<file path="config.mk">
export PLATFORM = sky130hd
export DESIGN_NAME = call_slot_table_flat
export DESIGN_NICKNAME = d
export VERILOG_FILES = /design/src/hdl/cst_pkg.sv /design/src/hdl/cst_if.sv /design/src/hdl/cst_mem.sv /design/src/hdl/cst_ctrl.sv /design/src/hdl/call_slot_table.sv /design/src/flat_wrapper.sv
export SDC_FILE = /design/constraint.sdc
export NUM_CORES = 1
export LEC_CHECK = 0
export BUFFER_PORTS_ARGS = -buffer_cell sky130_fd_sc_hd__buf_4
export CAP_MARGIN = 15
export CELL_PAD_IN_SITES_DETAIL_PLACEMENT = 1
export CELL_PAD_IN_SITES_GLOBAL_PLACEMENT = 2
export CORE_MARGIN = 2
export CORE_UTILIZATION = 35
export CTS_CLUSTER_DIAMETER = 60
export DETAILED_ROUTE_END_ITERATION = 6
export PLACE_DENSITY = 0.71
export SETUP_SLACK_MARGIN = 0.1
export SLEW_MARGIN = 15
export SYNTH_ARGS = -nofsm -noshare
export SYNTH_HDL_FRONTEND = slang
export SYNTH_SLANG_ARGS = --single-unit
</file>
<file path="constraint.sdc">
create_clock -name clock -period 6.95 [get_ports clock]
set_clock_uncertainty 0.05 [all_clocks]
set_input_delay 0.695 -clock clock [delete_from_list [all_inputs] [get_ports clock]]
set_output_delay 0.695 -clock clock [all_outputs]
set_load 0.005 [all_outputs]
</file>
<file path="src/hdl/cst_pkg.sv">
// Shared types and codes for the call slot table.
// Used by the slot memory, the sequencer and the top level.
`timescale 1ns / 1ps
package cst_pkg;

   localparam int SLOTS_DEF = 4;

   typedef enum logic [2:0] {
      OP_INCOMING      = 3'd0,
      OP_LOCAL_HANGUP  = 3'd1,
      OP_REMOTE_HANGUP = 3'd2,
      OP_ESTABLISHED   = 3'd3,
      OP_RESUMED       = 3'd4,
      OP_HELD          = 3'd5,
      OP_DIAL          = 3'd6,
      OP_QUERY         = 3'd7
   } opcode_type;

   localparam logic [2:0] ST_IDLE        = 3'd0;
   localparam logic [2:0] ST_DIALING     = 3'd1;
   localparam logic [2:0] ST_RINGING     = 3'd2;
   localparam logic [2:0] ST_ESTABLISHED = 3'd3;
   localparam logic [2:0] ST_HELD        = 3'd4;

   localparam logic [1:0] OUT_DONE    = 2'd0;
   localparam logic [1:0] OUT_IGNORED = 2'd1;
   localparam logic [1:0] OUT_FULL    = 2'd2;

   typedef struct packed {
      logic [3:0] handle;
      logic [7:0] call_id;
      logic [2:0] status;
      logic [1:0] kind;
      logic       is_local;
   } entry_type;

   typedef struct packed {
      logic [1:0] outcome;
      logic [3:0] slot_index;
      entry_type  entry;
   } result_type;

   typedef struct packed {
      logic rd_en;
      logic wr_en;
   } mem_ctl_type;

endpackage

</file>
<file path="src/hdl/cst_if.sv">
// Request and response channel interfaces of the call slot table.
// Depends on nothing; widths follow the fixed field widths.
`timescale 1ns / 1ps
interface cst_req_if;
   logic       valid;
   logic       ready;
   logic [2:0] opcode;
   logic [3:0] phone_handle;
   logic [7:0] remote_call_id;
   logic [1:0] call_kind;
   logic [3:0] query_slot;

   modport source (output valid, opcode, phone_handle, remote_call_id, call_kind,
                   query_slot, input ready);
   modport sink   (input valid, opcode, phone_handle, remote_call_id, call_kind,
                   query_slot, output ready);
endinterface

interface cst_rsp_if;
   logic       valid;
   logic       ready;
   logic [1:0] outcome;
   logic [3:0] slot_index;
   logic [2:0] slot_status;
   logic [3:0] slot_handle;
   logic [7:0] slot_call_id;
   logic [1:0] slot_kind;
   logic       slot_local;

   modport source (output valid, outcome, slot_index, slot_status, slot_handle,
                   slot_call_id, slot_kind, slot_local, input ready);
   modport sink   (input valid, outcome, slot_index, slot_status, slot_handle,
                   slot_call_id, slot_kind, slot_local, output ready);
endinterface

</file>
<file path="src/hdl/cst_mem.sv">
// Slot memory: one synchronous read port, one write port, per-slot valid bits.
// Depends on cst_pkg for the entry layout; a slot never written reads as zero.
`timescale 1ns / 1ps
module cst_mem #(
   parameter int SLOTS = 4,
   parameter int IDX_W = 2
) (
   input  logic                 clock,
   input  logic                 reset,
   input  cst_pkg::mem_ctl_type ctl,
   input  logic [IDX_W-1:0]     rd_addr,
   output cst_pkg::entry_type   rd_data,
   input  logic [IDX_W-1:0]     wr_addr,
   input  cst_pkg::entry_type   wr_data
);
   import cst_pkg::*;

   entry_type        mem [SLOTS];
   logic [SLOTS-1:0] vld_ff;
   entry_type        rd_data_ff;
   logic             rd_vld_ff;

   always_ff @(posedge clock) begin
      if (reset) begin
         vld_ff    <= '0;
         rd_vld_ff <= 1'b0;
      end else begin
         if (ctl.wr_en) begin
            vld_ff[wr_addr] <= 1'b1;
         end
         if (ctl.rd_en) begin
            rd_vld_ff <= vld_ff[rd_addr];
         end
      end
   end

   always_ff @(posedge clock) begin
      if (ctl.wr_en) begin
         mem[wr_addr] <= wr_data;
      end
      if (ctl.rd_en) begin
         rd_data_ff <= mem[rd_addr];
      end
   end

   assign rd_data = rd_vld_ff ? rd_data_ff : '0;

endmodule

</file>
<file path="src/hdl/cst_ctrl.sv">
// Sequencer: scans the slot memory, decides the operation, writes back and
// loads the result register. Depends on cst_pkg and the channel interfaces.
`timescale 1ns / 1ps
module cst_ctrl #(
   parameter int SLOTS = 4,
   parameter int IDX_W = 2
) (
   input  logic                  clock,
   input  logic                  reset,
   cst_req_if.sink               req_ch,
   cst_rsp_if.source             rsp_ch,
   output cst_pkg::mem_ctl_type  ctl,
   output logic [IDX_W-1:0]      rd_addr,
   input  cst_pkg::entry_type    rd_data,
   output logic [IDX_W-1:0]      wr_addr,
   output cst_pkg::entry_type    wr_data
);
   import cst_pkg::*;

   typedef enum logic [3:0] {
      S_IDLE  = 4'b0001,
      S_SCAN  = 4'b0010,
      S_WRITE = 4'b0100,
      S_QUERY = 4'b1000
   } state_type;

   localparam logic [IDX_W-1:0] LAST = IDX_W'(SLOTS - 1);

   state_type        state_ff, state_in;
   opcode_type       op_ff, op_in;
   logic [3:0]       h_ff, h_in;
   logic [7:0]       id_ff, id_in;
   logic [1:0]       kind_ff, kind_in;
   logic [3:0]       q_ff, q_in;
   logic [IDX_W-1:0] scan_ff, scan_in;
   logic             match_ff, match_in;
   logic [IDX_W-1:0] match_idx_ff, match_idx_in;
   entry_type        match_data_ff, match_data_in;
   logic             free_ff, free_in;
   logic [IDX_W-1:0] free_idx_ff, free_idx_in;
   logic             rsp_valid_ff, rsp_valid_in;
   result_type       rsp_ff, rsp_in;

   logic      accept;
   logic      out_free;
   logic      hit;
   logic      free_hit;
   logic      q_oor;
   logic      q_oor_new;
   logic      load;
   entry_type fill;

   assign accept    = req_ch.valid && req_ch.ready;
   assign out_free  = !rsp_valid_ff || rsp_ch.ready;
   assign hit       = (rd_data.handle == h_ff) && (rd_data.call_id == id_ff);
   assign free_hit  = (rd_data.handle == 4'd0) && (rd_data.call_id == 8'd0);
   assign q_oor     = ({1'b0, q_ff} >= 5'(SLOTS));
   assign q_oor_new = ({1'b0, req_ch.query_slot} >= 5'(SLOTS));

   always_comb begin
      fill.handle   = h_ff;
      fill.call_id  = id_ff;
      fill.kind     = kind_ff;
      fill.status   = ST_IDLE;
      fill.is_local = 1'b0;
   end

   always_comb begin
      state_in      = state_ff;
      op_in         = op_ff;
      h_in          = h_ff;
      id_in         = id_ff;
      kind_in       = kind_ff;
      q_in          = q_ff;
      scan_in       = scan_ff;
      match_in      = match_ff;
      match_idx_in  = match_idx_ff;
      match_data_in = match_data_ff;
      free_in       = free_ff;
      free_idx_in   = free_idx_ff;
      rsp_in        = rsp_ff;
      load          = 1'b0;
      ctl.rd_en     = 1'b0;
      ctl.wr_en     = 1'b0;
      rd_addr       = '0;
      wr_addr       = '0;
      wr_data       = '0;

      case (state_ff)
         S_IDLE: begin
            if (accept) begin
               op_in    = opcode_type'(req_ch.opcode);
               h_in     = req_ch.phone_handle;
               id_in    = req_ch.remote_call_id;
               kind_in  = req_ch.call_kind;
               q_in     = req_ch.query_slot;
               scan_in  = '0;
               match_in = 1'b0;
               free_in  = 1'b0;
               if (opcode_type'(req_ch.opcode) == OP_QUERY) begin
                  ctl.rd_en = !q_oor_new;
                  rd_addr   = IDX_W'(req_ch.query_slot);
                  state_in  = S_QUERY;
               end else begin
                  ctl.rd_en = 1'b1;
                  rd_addr   = '0;
                  state_in  = S_SCAN;
               end
            end
         end
         S_SCAN: begin
            if (!match_ff && hit) begin
               match_in      = 1'b1;
               match_idx_in  = scan_ff;
               match_data_in = rd_data;
            end
            if (!free_ff && free_hit) begin
               free_in     = 1'b1;
               free_idx_in = scan_ff;
            end
            if (scan_ff == LAST) begin
               state_in = S_WRITE;
            end else begin
               scan_in   = scan_ff + 1'b1;
               ctl.rd_en = 1'b1;
               rd_addr   = scan_ff + 1'b1;
            end
         end
         S_WRITE: begin
            if (out_free) begin
               load     = 1'b1;
               state_in = S_IDLE;
               rsp_in   = '0;
               case (op_ff)
                  OP_DIAL, OP_INCOMING: begin
                     if (op_ff == OP_INCOMING && match_ff) begin
                        rsp_in.outcome = OUT_IGNORED;
                     end else if (!free_ff) begin
                        rsp_in.outcome = OUT_FULL;
                     end else begin
                        ctl.wr_en = 1'b1;
                        wr_addr   = free_idx_ff;
                        wr_data   = fill;
                        if (op_ff == OP_DIAL) begin
                           wr_data.status   = ST_DIALING;
                           wr_data.is_local = 1'b1;
                        end else begin
                           wr_data.status = ST_RINGING;
                        end
                     end
                  end
                  OP_LOCAL_HANGUP, OP_REMOTE_HANGUP: begin
                     if (!match_ff) begin
                        rsp_in.outcome = OUT_IGNORED;
                     end else begin
                        ctl.wr_en = 1'b1;
                        wr_addr   = match_idx_ff;
                        wr_data   = '0;
                     end
                  end
                  OP_ESTABLISHED: begin
                     if (match_ff) begin
                        ctl.wr_en      = 1'b1;
                        wr_addr        = match_idx_ff;
                        wr_data        = match_data_ff;
                        wr_data.status = ST_ESTABLISHED;
                     end else if (free_ff) begin
                        ctl.wr_en      = 1'b1;
                        wr_addr        = free_idx_ff;
                        wr_data        = fill;
                        wr_data.status = ST_ESTABLISHED;
                     end else begin
                        rsp_in.outcome = OUT_FULL;
                     end
                  end
                  OP_RESUMED, OP_HELD: begin
                     if (!match_ff) begin
                        rsp_in.outcome = OUT_IGNORED;
                     end else begin
                        ctl.wr_en      = 1'b1;
                        wr_addr        = match_idx_ff;
                        wr_data        = match_data_ff;
                        wr_data.status = (op_ff == OP_HELD) ? ST_HELD : ST_ESTABLISHED;
                     end
                  end
                  default: begin
                     rsp_in.outcome = OUT_IGNORED;
                  end
               endcase
               if (ctl.wr_en) begin
                  rsp_in.outcome    = OUT_DONE;
                  rsp_in.slot_index = 4'(wr_addr);
                  rsp_in.entry      = wr_data;
               end
            end
         end
         S_QUERY: begin
            if (out_free) begin
               load     = 1'b1;
               state_in = S_IDLE;
               rsp_in   = '0;
               rsp_in.slot_index = q_ff;
               if (q_oor) begin
                  rsp_in.outcome = OUT_IGNORED;
               end else begin
                  rsp_in.entry   = rd_data;
                  rsp_in.outcome = (rd_data.status == ST_IDLE) ? OUT_IGNORED : OUT_DONE;
               end
            end
         end
         default: begin
            state_in = S_IDLE;
         end
      endcase

      if (load) begin
         rsp_valid_in = 1'b1;
      end else if (rsp_ch.ready) begin
         rsp_valid_in = 1'b0;
      end else begin
         rsp_valid_in = rsp_valid_ff;
      end
   end

   always_ff @(posedge clock) begin
      if (reset) begin
         state_ff     <= S_IDLE;
         rsp_valid_ff <= 1'b0;
      end else begin
         state_ff     <= state_in;
         rsp_valid_ff <= rsp_valid_in;
      end
   end

   always_ff @(posedge clock) begin
      op_ff         <= op_in;
      h_ff          <= h_in;
      id_ff         <= id_in;
      kind_ff       <= kind_in;
      q_ff          <= q_in;
      scan_ff       <= scan_in;
      match_ff      <= match_in;
      match_idx_ff  <= match_idx_in;
      match_data_ff <= match_data_in;
      free_ff       <= free_in;
      free_idx_ff   <= free_idx_in;
      rsp_ff        <= rsp_in;
   end

   assign req_ch.ready        = (state_ff == S_IDLE);
   assign rsp_ch.valid        = rsp_valid_ff;
   assign rsp_ch.outcome      = rsp_ff.outcome;
   assign rsp_ch.slot_index   = rsp_ff.slot_index;
   assign rsp_ch.slot_status  = rsp_ff.entry.status;
   assign rsp_ch.slot_handle  = rsp_ff.entry.handle;
   assign rsp_ch.slot_call_id = rsp_ff.entry.call_id;
   assign rsp_ch.slot_kind    = rsp_ff.entry.kind;
   assign rsp_ch.slot_local   = rsp_ff.entry.is_local;

endmodule

</file>
<file path="src/hdl/call_slot_table.sv">
// Top level of the call slot table: sequencer plus slot memory.
// Depends on cst_pkg, cst_if, cst_mem and cst_ctrl.
//
//   channel  | direction | handshake     | payload
//   req_ch   | in        | valid / ready | opcode, handle, call id, kind, query slot
//   rsp_ch   | out       | valid / ready | outcome, slot index, slot contents
//
// An event or dial walks the slots with one memory read per cycle, then decides
// and writes back. A query reads only the slot that it names.
// Reset clears the per-slot valid bits; no clearing pass.
// The result register holds while rsp_ch stalls; the next request word is taken
// while a result waits, and its write-back waits for the register to empty.
`timescale 1ns / 1ps
module call_slot_table #(
   parameter int SLOTS = cst_pkg::SLOTS_DEF
) (
   input logic       clock,
   input logic       reset,
   cst_req_if.sink   req_ch,
   cst_rsp_if.source rsp_ch
);
   import cst_pkg::*;

   localparam int IDX_W = (SLOTS > 1) ? $clog2(SLOTS) : 1;

   mem_ctl_type      ctl;
   logic [IDX_W-1:0] rd_addr;
   logic [IDX_W-1:0] wr_addr;
   entry_type        rd_data;
   entry_type        wr_data;

   cst_ctrl #(
      .SLOTS (SLOTS),
      .IDX_W (IDX_W)
   ) u_ctrl (
      .clock   (clock),
      .reset   (reset),
      .req_ch  (req_ch),
      .rsp_ch  (rsp_ch),
      .ctl     (ctl),
      .rd_addr (rd_addr),
      .rd_data (rd_data),
      .wr_addr (wr_addr),
      .wr_data (wr_data)
   );

   cst_mem #(
      .SLOTS (SLOTS),
      .IDX_W (IDX_W)
   ) u_mem (
      .clock   (clock),
      .reset   (reset),
      .ctl     (ctl),
      .rd_addr (rd_addr),
      .rd_data (rd_data),
      .wr_addr (wr_addr),
      .wr_data (wr_data)
   );

`ifndef SYNTH
   assert property (@(posedge clock) disable iff (reset)
      !(ctl.rd_en && ctl.wr_en))
      else $error("slot memory read and write in the same cycle");

   assert property (@(posedge clock) disable iff (reset)
      ctl.wr_en |-> ({1'b0, wr_addr} < (IDX_W + 1)'(SLOTS)))
      else $error("slot write beyond the table");

   assert property (@(posedge clock) disable iff (reset)
      (req_ch.valid && req_ch.ready) |=> !req_ch.ready)
      else $error("request taken while a word is in progress");

   assert property (@(posedge clock) disable iff (reset)
      (rsp_ch.valid && (rsp_ch.outcome == OUT_FULL))
         |-> (rsp_ch.slot_index == 4'd0 && rsp_ch.slot_handle == 4'd0
              && rsp_ch.slot_call_id == 8'd0 && rsp_ch.slot_status == ST_IDLE))
      else $error("table full result carries slot contents");
`endif

endmodule
</file>
<file path="src/flat_wrapper.sv">
// flat-port wrapper written by rule: the top's interface ports become plain ports
module call_slot_table_flat import cst_pkg::*;
#(
   parameter int SLOTS = cst_pkg::SLOTS_DEF
)
  (clock, reset, req_ch_valid, req_ch_opcode, req_ch_phone_handle, req_ch_remote_call_id, req_ch_call_kind, req_ch_query_slot, req_ch_ready, rsp_ch_valid, rsp_ch_outcome, rsp_ch_slot_index, rsp_ch_slot_status, rsp_ch_slot_handle, rsp_ch_slot_call_id, rsp_ch_slot_kind, rsp_ch_slot_local, rsp_ch_ready);
  cst_req_if req_ch_i ();
  cst_rsp_if rsp_ch_i ();
  input logic clock;
  input logic reset;
  input wire logic [$bits(req_ch_i.valid)-1:0] req_ch_valid;
  input wire logic [$bits(req_ch_i.opcode)-1:0] req_ch_opcode;
  input wire logic [$bits(req_ch_i.phone_handle)-1:0] req_ch_phone_handle;
  input wire logic [$bits(req_ch_i.remote_call_id)-1:0] req_ch_remote_call_id;
  input wire logic [$bits(req_ch_i.call_kind)-1:0] req_ch_call_kind;
  input wire logic [$bits(req_ch_i.query_slot)-1:0] req_ch_query_slot;
  output wire logic [$bits(req_ch_i.ready)-1:0] req_ch_ready;
  output wire logic [$bits(rsp_ch_i.valid)-1:0] rsp_ch_valid;
  output wire logic [$bits(rsp_ch_i.outcome)-1:0] rsp_ch_outcome;
  output wire logic [$bits(rsp_ch_i.slot_index)-1:0] rsp_ch_slot_index;
  output wire logic [$bits(rsp_ch_i.slot_status)-1:0] rsp_ch_slot_status;
  output wire logic [$bits(rsp_ch_i.slot_handle)-1:0] rsp_ch_slot_handle;
  output wire logic [$bits(rsp_ch_i.slot_call_id)-1:0] rsp_ch_slot_call_id;
  output wire logic [$bits(rsp_ch_i.slot_kind)-1:0] rsp_ch_slot_kind;
  output wire logic [$bits(rsp_ch_i.slot_local)-1:0] rsp_ch_slot_local;
  input wire logic [$bits(rsp_ch_i.ready)-1:0] rsp_ch_ready;
  assign req_ch_i.valid = req_ch_valid;
  assign req_ch_i.opcode = req_ch_opcode;
  assign req_ch_i.phone_handle = req_ch_phone_handle;
  assign req_ch_i.remote_call_id = req_ch_remote_call_id;
  assign req_ch_i.call_kind = req_ch_call_kind;
  assign req_ch_i.query_slot = req_ch_query_slot;
  assign req_ch_ready = req_ch_i.ready;
  assign rsp_ch_valid = rsp_ch_i.valid;
  assign rsp_ch_outcome = rsp_ch_i.outcome;
  assign rsp_ch_slot_index = rsp_ch_i.slot_index;
  assign rsp_ch_slot_status = rsp_ch_i.slot_status;
  assign rsp_ch_slot_handle = rsp_ch_i.slot_handle;
  assign rsp_ch_slot_call_id = rsp_ch_i.slot_call_id;
  assign rsp_ch_slot_kind = rsp_ch_i.slot_kind;
  assign rsp_ch_slot_local = rsp_ch_i.slot_local;
  assign rsp_ch_i.ready = rsp_ch_ready;
  call_slot_table #(.SLOTS(SLOTS)) u_core (.clock(clock), .reset(reset), .req_ch(req_ch_i), .rsp_ch(rsp_ch_i));
endmodule
</file>
==> out/results.tsv, run 1 <==
stage	metric	value	unit
critical_path	WP buf/inv	1	
detailed_routing	antenna viol nets, final	0	
detailed_routing	Top Layer Used	met4	
layout	fillers	2094	
clocking	Inserted Clock Buffers	17	
layout	area of the multi-input gates	1980	um^2
synth	Post-Syn Area per Cell	14.5	um^2
critical_path	crit path from	u_core.u_ctrl.h_ff[0]	
critical_path	CP max FO	15	
critical_path	Critical Path AT	3.00	ns
synth	synthesized flop and latch total	168	
status	status	completed	
critical_path	worst reg2reg setup slack	3.99	ns
layout	final instance area	8350	um^2
detailed_routing	Initial DRC Count	310	
critical_path	delay-heaviest family, CP	simple AND/OR/NAND/NOR gates	
die	Initial Util	35.3	%
timing	Slew headroom	30.4	%
hold_path	Worst Hold Class	in -> reg	
timing	Tightest Pin Transition	1.04	ns
clocking	clk_lat worst skew	0.42	ns
synth	synth warn	0	
detailed_routing	WL final	16.8	mm
die	die height	146	um
detailed_routing	Via-to-Cell Ratio	5.06	
timing	max-slew violations	0	
detailed_routing	TritonRoute pass-1 iters	4	
placement	gpl congestion	0.785	
layout	register area	4940	um^2
clocking	H-Tree Level Count	4	
die	Die ar.	21400	um^2
run	number of max-cap violations	0	
global_routing	first-pass GRT wire length	26.1	mm
power_and_ir_drop	maximum vdd drop	0.151	mV
global_routing	GRT Total Usage	16.3	%
timing	WHS	0.397	ns
synth	Syn Nets	514	
global_routing	gr ovfl total	0	
timing	fin crit share	42.5	%
critical_path	Reg-to-Reg Start	u_core.u_ctrl.h_ff[0]	
critical_path	CP max stage delay	0.65	ns
timing	Peak Freq	338	MHz
clocking	CTS tree	yes	
timing	TNS Setup	0	ns
global_routing	number of global-route vias before repair	4463	
critical_path	Worst Setup End Kind	register	
detailed_routing	DRC	0	
synth	post-synthesis cell type count	59	
critical_path	Worst EP required	7.00	ns
critical_path	CP Launch Type	register	
timing	RSZ-0062 raised after global routing	no	
critical_path	crit path cell chain	or4_1, nor3_1, a31oi_1, or4_1, nor3_2, buf_4	
critical_path	critical path type	reg -> reg	
layout	Syn-to-layout area delta	17.9	%
synth	Post-synth EDFFs	158	
clocking	Reg clk slew, reported paths	0.07	ns
detailed_routing	Wirelength per Cell	20.3	um
clocking	clock sinks	168	
die	IO Pins	51	
synth	sequential element share of the synthesized area	69.8	%
placement	Post-DP HPWL	11.2	mm
global_routing	initial antenna violation count	1	
placement	PortBufs	50	
die	core area	20000	um^2
layout	nets	568	
layout	share of layout cells above drive strength 1	19.6	%
detailed_routing	WL met2	8.13	mm
critical_path	Crit-path slowest cell	or4_1	
synth	Async SR Flop Fraction	0	%
power_and_ir_drop	leakage power	0.00281	uW
detailed_routing	WL met1	7.98	mm
clocking	clk root buf	clkbuf_16	
hold_path	Hold Startpoint	req_ch_remote_call_id[3]	
clocking	clk buf depth	2	
clocking	post-cts sizing count	0	
timing	crit path time final	2.96	ns
power_and_ir_drop	Power Density	270	nW/um^2
detailed_routing	Routed met3 length	485	um
global_routing	pin count of the biggest net entering global routing	38	
clocking	Hold-fix buffers, CTS	0	
timing	final setup violation count	0	
synth	Cells after Synth	488	
die	Die W	146	um
placement	placed instance area	7760	um^2
synth	cell area after synthesis	7080	um^2
clocking	Setup Buffers After CTS	0	
timing	final hold violation count	0	
synth	commonest register cell after synthesis	edfxtp_1	
detailed_routing	vias post-DR	4183	
critical_path	cell mode on critical path	or4_1	
die	Core Rows	52	
## layer usage
metal	track usage, %	up-vias
li1	-	1974
met1	21.6	2127
met2	26.8	71
met3	3.22	11
met4	5.58	0
met5	0	-
## state kept, by name, summed over array words and instances (netlist names), 3 cells and up
register / count
u_core.u_ctrl.q_ff: 4
u_core.u_ctrl.state_ff: 4
u_core.u_ctrl.match_data_ff: 15
u_core.u_ctrl.h_ff: 4
u_core.u_ctrl.rsp_ch.slot_handle: 4
u_core.u_ctrl.rsp_ch.slot_call_id: 8
u_core.u_ctrl.op_ff: 3
u_core.u_ctrl.id_ff: 8
u_core.u_ctrl.rsp_ch.slot_index: 4
u_core.u_mem.mem: 72
u_core.u_mem.vld_ff: 4
u_core.u_mem.rd_data_ff: 18
u_core.u_ctrl.rsp_ch.slot_status: 3
## final timing paths
kind	to	cells past startpoint
max	u_core.u_ctrl.match_idx_ff[1]	6
max reg2reg	u_core.u_ctrl.match_idx_ff[1]	6
min reg2reg	u_core.u_mem.vld_ff[1]	2
min	u_core.u_ctrl.id_ff[3]	1
## stage by stage
step / std cells / total power [uW] / setup WS, ns / util [%]
4_1_cts: 825 / 2270 / 3.98 / 41.6
3_5_place_dp: 793 / 1370 / 4.01 / 38.7
3_3_place_gp: 793 / 1360 / 4.02 / 38.7
5_1_grt: 825 / 2330 / 3.83 / 41.6
2_1_floorplan: 488 / 1300 / 3.63 / -
6_report: 826 / 2250 / 3.99 / 41.6
## cells by family (layout without fill, tap and decap cells)
| logic type | Yosys count | count (layout) | synth area share (%) |
|---|---|---|---|
| AO/OA/AOI/OAI | 83 | 83 | 7.92 |
| XOR/XNOR | 7 | 7 | 0.866 |
| adder cells (fa/ha/maj) | 1 | 1 | 0.177 |
| buffers and inverters | 36 | 103 | 2.56 |
| flip-flops | 168 | 168 | 69.8 |
| multiplexers | 57 | 57 | 8.09 |
| other | 0 | 1 | 0 |
| AND/OR/NAND/NOR | 136 | 136 | 10.5 |
## area by class of cell
| cell class | instances | share of cell area (%) |
|---|---|---|
| flip-flops and latches | 168 | 59.3 |
| multi-input cells | 284 | 23.8 |
| repair buffers | 59 | 5.31 |
| clock buffers | 17 | 5.10 |
| well taps | 270 | 4.05 |
| clock inverters | 15 | 1.90 |
| inverters | 12 | 0.600 |
| diodes | 1 | 0.0300 |
## synthesized netlist by cell type, drive strengths merged, types with 3 or more instances
library cell  count  area share, %
edfxtp          158             67
mux2i            55            7.8
nor2             36            1.9
nand2            23            1.4
o21ai            23            1.6
and2             20            1.8
a22oi            16            1.7
clkbuf           13           0.69
inv              12           0.71
buf              11            1.2
nand3            11           0.78
a21oi            10           0.71
dfxtp            10            2.8
nor3             10           0.78
nand2b            7           0.62
a31oi             5           0.44
xnor2             5           0.62
nor2b             4           0.35
o31ai             4           0.57
nand3b            3           0.32
nor4              3           0.27
nor4b             3           0.55
o22ai             3           0.27
or2               3           0.27
## where the power goes
group	switching (uW)	total [uW]	leakage [uW]	internal [uW]
combinational	95.7	158	0.00113	61.9
clock	425	905	0.000279	479
sequential	47.7	1190	0.00140	1140
## cell usage in the layout, fill, tap and decap left out, drive strengths merged, types with 3 or more instances in the layout
| cell | count |
|---|---|
| a21oi | 10 |
| a22oi | 16 |
| a31oi | 5 |
| and2 | 20 |
| buf | 59 |
| clkbuf | 17 |
| clkinv | 6 |
| dfxtp | 10 |
| edfxtp | 158 |
| inv | 19 |
| mux2i | 55 |
| nand2 | 23 |
| nand2b | 7 |
| nand3 | 11 |
| nand3b | 3 |
| nor2 | 36 |
| nor2b | 4 |
| nor3 | 10 |
| nor4 | 3 |
| nor4b | 3 |
| o21ai | 23 |
| o22ai | 3 |
| o31ai | 4 |
| or2 | 3 |
| xnor2 | 5 |
(Power assumes the default switching activity.)
==> run 2: changes to the inputs <==
--- a/config.mk
+++ b/config.mk
@@ -13,7 +13,7 @@
 export CORE_UTILIZATION = 35
 export CTS_CLUSTER_DIAMETER = 60
 export DETAILED_ROUTE_END_ITERATION = 6
-export PLACE_DENSITY = 0.71
+export PLACE_DENSITY = 0.74
 export SETUP_SLACK_MARGIN = 0.1
 export SLEW_MARGIN = 15
 export SYNTH_ARGS = -nofsm -noshare
==> constraint.sdc (replaced) <==
create_clock -name clock -period 2.4 [get_ports clock]
set_clock_uncertainty 0.05 [all_clocks]
set_input_delay 0.24 -clock clock [delete_from_list [all_inputs] [get_ports clock]]
set_output_delay 0.24 -clock clock [all_outputs]
set_load 0.005 [all_outputs]
==> run 2 against run 1 <==
Net effect:
- the flow now finishes with violations (negative setup slack)
- global-route usage is 0.85 points higher
- combinational power rose to 4.1 times the previous value
- sequential cell count is the same
- critical path type unchanged
- largest cell class unchanged
- largest power group unchanged
==> out/results.tsv, run 2 (same netlist as run 1, synthesis figures left out) <==
stage	metric	value	unit
global_routing	first-pass GRT wire length	27.5	mm
hold_path	hold path cells	2	
detailed_routing	Via-to-Cell Ratio	5.06	
timing	max-slew violations	0	
critical_path	reg2reg path depth	6	
placement	gpl congestion	0.849	
clocking	CTS tree	yes	
detailed_routing	antenna viol nets, final	0	
hold_path	Hold Path Sink	u_core.u_mem.vld_ff[3]	
timing	Slew headroom	46.2	%
critical_path	Worst Setup End Kind	register	
power_and_ir_drop	combinational power share	9.7	%
critical_path	Worst EP required	2.49	ns
power_and_ir_drop	Clock Power Share	39.8	%
layout	share of layout cells above drive strength 1	26.7	%
hold_path	Worst Hold Class	in -> reg	
critical_path	CP max FO	12	
clocking	clock sinks	168	
placement	placed instance area	8120	um^2
critical_path	critical path type	reg -> reg	
timing	crit path time final	2.45	ns
power_and_ir_drop	sequential share of power	50.5	%
detailed_routing	Wirelength per Cell	20.2	um
placement	DP Cell Count	826	
layout	antenna fix cells	0	
timing	Tightest Pin Transition	0.787	ns
status	failing checks	negative setup slack	
layout	Final Util	45.2	%
placement	PortBufs	50	
detailed_routing	TritonRoute pass-1 iters	4	
timing	final hold violation count	0	
detailed_routing	WL final	17.9	mm
layout	area of the multi-input gates	2060	um^2
layout	register area	4940	um^2
die	Die W	146	um
hold_path	Hold Startpoint	reset	
power_and_ir_drop	Power, Total	6730	uW
clocking	H-Tree Level Count	4	
layout	most frequent cells in the layout	edfxtp_1 (158), buf_4 (87), mux2i_1 (48)	
timing	fin crit share	102	%
power_and_ir_drop	switching share of power	23.8	%
global_routing	GRT Total Usage	17.1	%
layout	most common cell after layout, fill and taps aside	edfxtp_1	
detailed_routing	vias post-DR	4473	
die	core area	20000	um^2
clocking	clk_lat worst skew	0.44	ns
layout	Top reg by flops	u_core.u_mem.mem	
timing	Peak Freq	408	MHz
die	die height	146	um
placement	Post-DP HPWL	12.1	mm
die	Core Rows	52	
power_and_ir_drop	internal power	5130	uW
status	status	finished, violations left	
die	Die ar.	21400	um^2
timing	PnR worst setup slack	-0.0518	ns
die	Initial Util	35.3	%
timing	RSZ-0062 raised after global routing	yes	
critical_path	CP Launch Type	register	
global_routing	number of global-route vias before repair	4697	
run	number of max-cap violations	0	
critical_path	Critical Path AT	2.54	ns
critical_path	crit path from	u_core.u_ctrl.h_ff[0]	
layout	Largest register FFs	72	
critical_path	Reg-to-Reg Start	u_core.u_ctrl.h_ff[0]	
clocking	clk root buf	clkbuf_16	
clocking	Inserted Clock Buffers	17	
global_routing	gr ovfl total	0	
die	IO Pins	51	
layout	fillers	2051	
power_and_ir_drop	maximum vdd drop	0.451	mV
power_and_ir_drop	leakage power	0.00316	uW
power_and_ir_drop	Power Density	743	nW/um^2
critical_path	worst reg2reg setup slack	-0.05	ns
power_and_ir_drop	Psw	1610	uW
global_routing	initial antenna violation count	0	
timing	final setup violation count	17	
detailed_routing	Initial DRC Count	307	
detailed_routing	DRC	0	
global_routing	pin count of the biggest net entering global routing	38	
layout	nets	630	
clocking	clk buf depth	2	
layout	final instance area	9060	um^2
clocking	Reg clk slew, reported paths	0.06	ns
layout	post-route insts no fill	884	
layout	top flop regs	u_core.u_mem.mem (72), u_core.u_mem.rd_data_ff (18), u_core.u_ctrl.match_data_ff (15)	
critical_path	reg2reg end	u_core.u_ctrl.match_data_ff[14]	
layout	Syn-to-layout area delta	28.0	%
==> run 2: changes by cell type in the layout (fill, tap and decap cells not counted), sizes merged <==
cell	before	now
clkinvlp	2	4
inv	19	17
clkinv	6	1
dlygate4sd3	0	21
clkbuf	17	18
diode	1	0
bufinv	0	2
buf	59	99
==> run 2: critical path: stages, from the launching register on <==
cell,delay [ns]
edfxtp_1,0.42
or4_4,0.56
nor3_2,0.11
a31oi_1,0.07
or4_4,0.55
nor3_4,0.21
buf_12,0.19
==> run 2: worst max path at each step <==
stage / end / slack, ns / depth (start not counted)
floorplan: u_core.u_ctrl.match_data_ff[0] / -0.17 / 5
global placement: u_core.u_ctrl.match_data_ff[0] / -0.003 / 6
detailed placement: u_core.u_ctrl.match_data_ff[10] / -0.10 / 6
CTS: u_core.u_ctrl.match_data_ff[13] / -0.03 / 6
global route: u_core.u_ctrl.match_data_ff[13] / -0.12 / 6
finish: u_core.u_ctrl.match_data_ff[14] / -0.05 / 6
==> run 2: power groups by stage <==
stage	Combinational [uW]	Clock [uW]	Sequential (uW)
6_report	654	2680	3400
3_3_place_gp	585	0	3450
2_1_floorplan	340	0	3420
5_1_grt	710	2830	3410
3_5_place_dp	601	0	3450
4_1_cts	640	2730	3390
==> run 2: layout make-up <==
class	instances	share of cell area, %
Multi-Input combinational cell	284	22.7
Clock buffer	17	4.69
Tap cell	270	3.73
Timing Repair Buffer	121	12.2
Sequential cell	168	54.5
Clock inverter	12	1.60
Inverter	12	0.552
==> run 2: stage by stage <==
step	worst slack (ns)	TNS [ns]	hold slack (ns)
final	-0.0518	-0.585	0.0132
after global routing	-0.121	-1.87	0.0234
after CTS	-0.0267	-0.226	0.00321
after detailed placement	-0.105	-2.44	0.370
after global placement	-0.00341	-0.0232	0.368
after floorplan	-0.172	-2.92	0.289
==> run 2: what timing repair did <==
action                                  in CTS  in global routing
pin swaps                                    3                  3
endpoints found under the setup margin     113                 78
setup buffers                                3                  4
endpoints found under the hold margin       21                  0
hold buffers                                21                  0
gates resized for setup                      4                 14
gates cloned                                 0                  1
==> run 2: per-layer routing <==
| metal | global-route usage [%] | vias to the layer above | routed length, um |
|---|---|---|---|
| met5 | 0 | - | 0 |
| met4 | 7.38 | 0 | 340 |
| met3 | 2.50 | 22 | 637 |
| met2 | 27.0 | 95 | 8690 |
| met1 | 23.8 | 2258 | 8180 |
| li1 | - | 2098 | - |
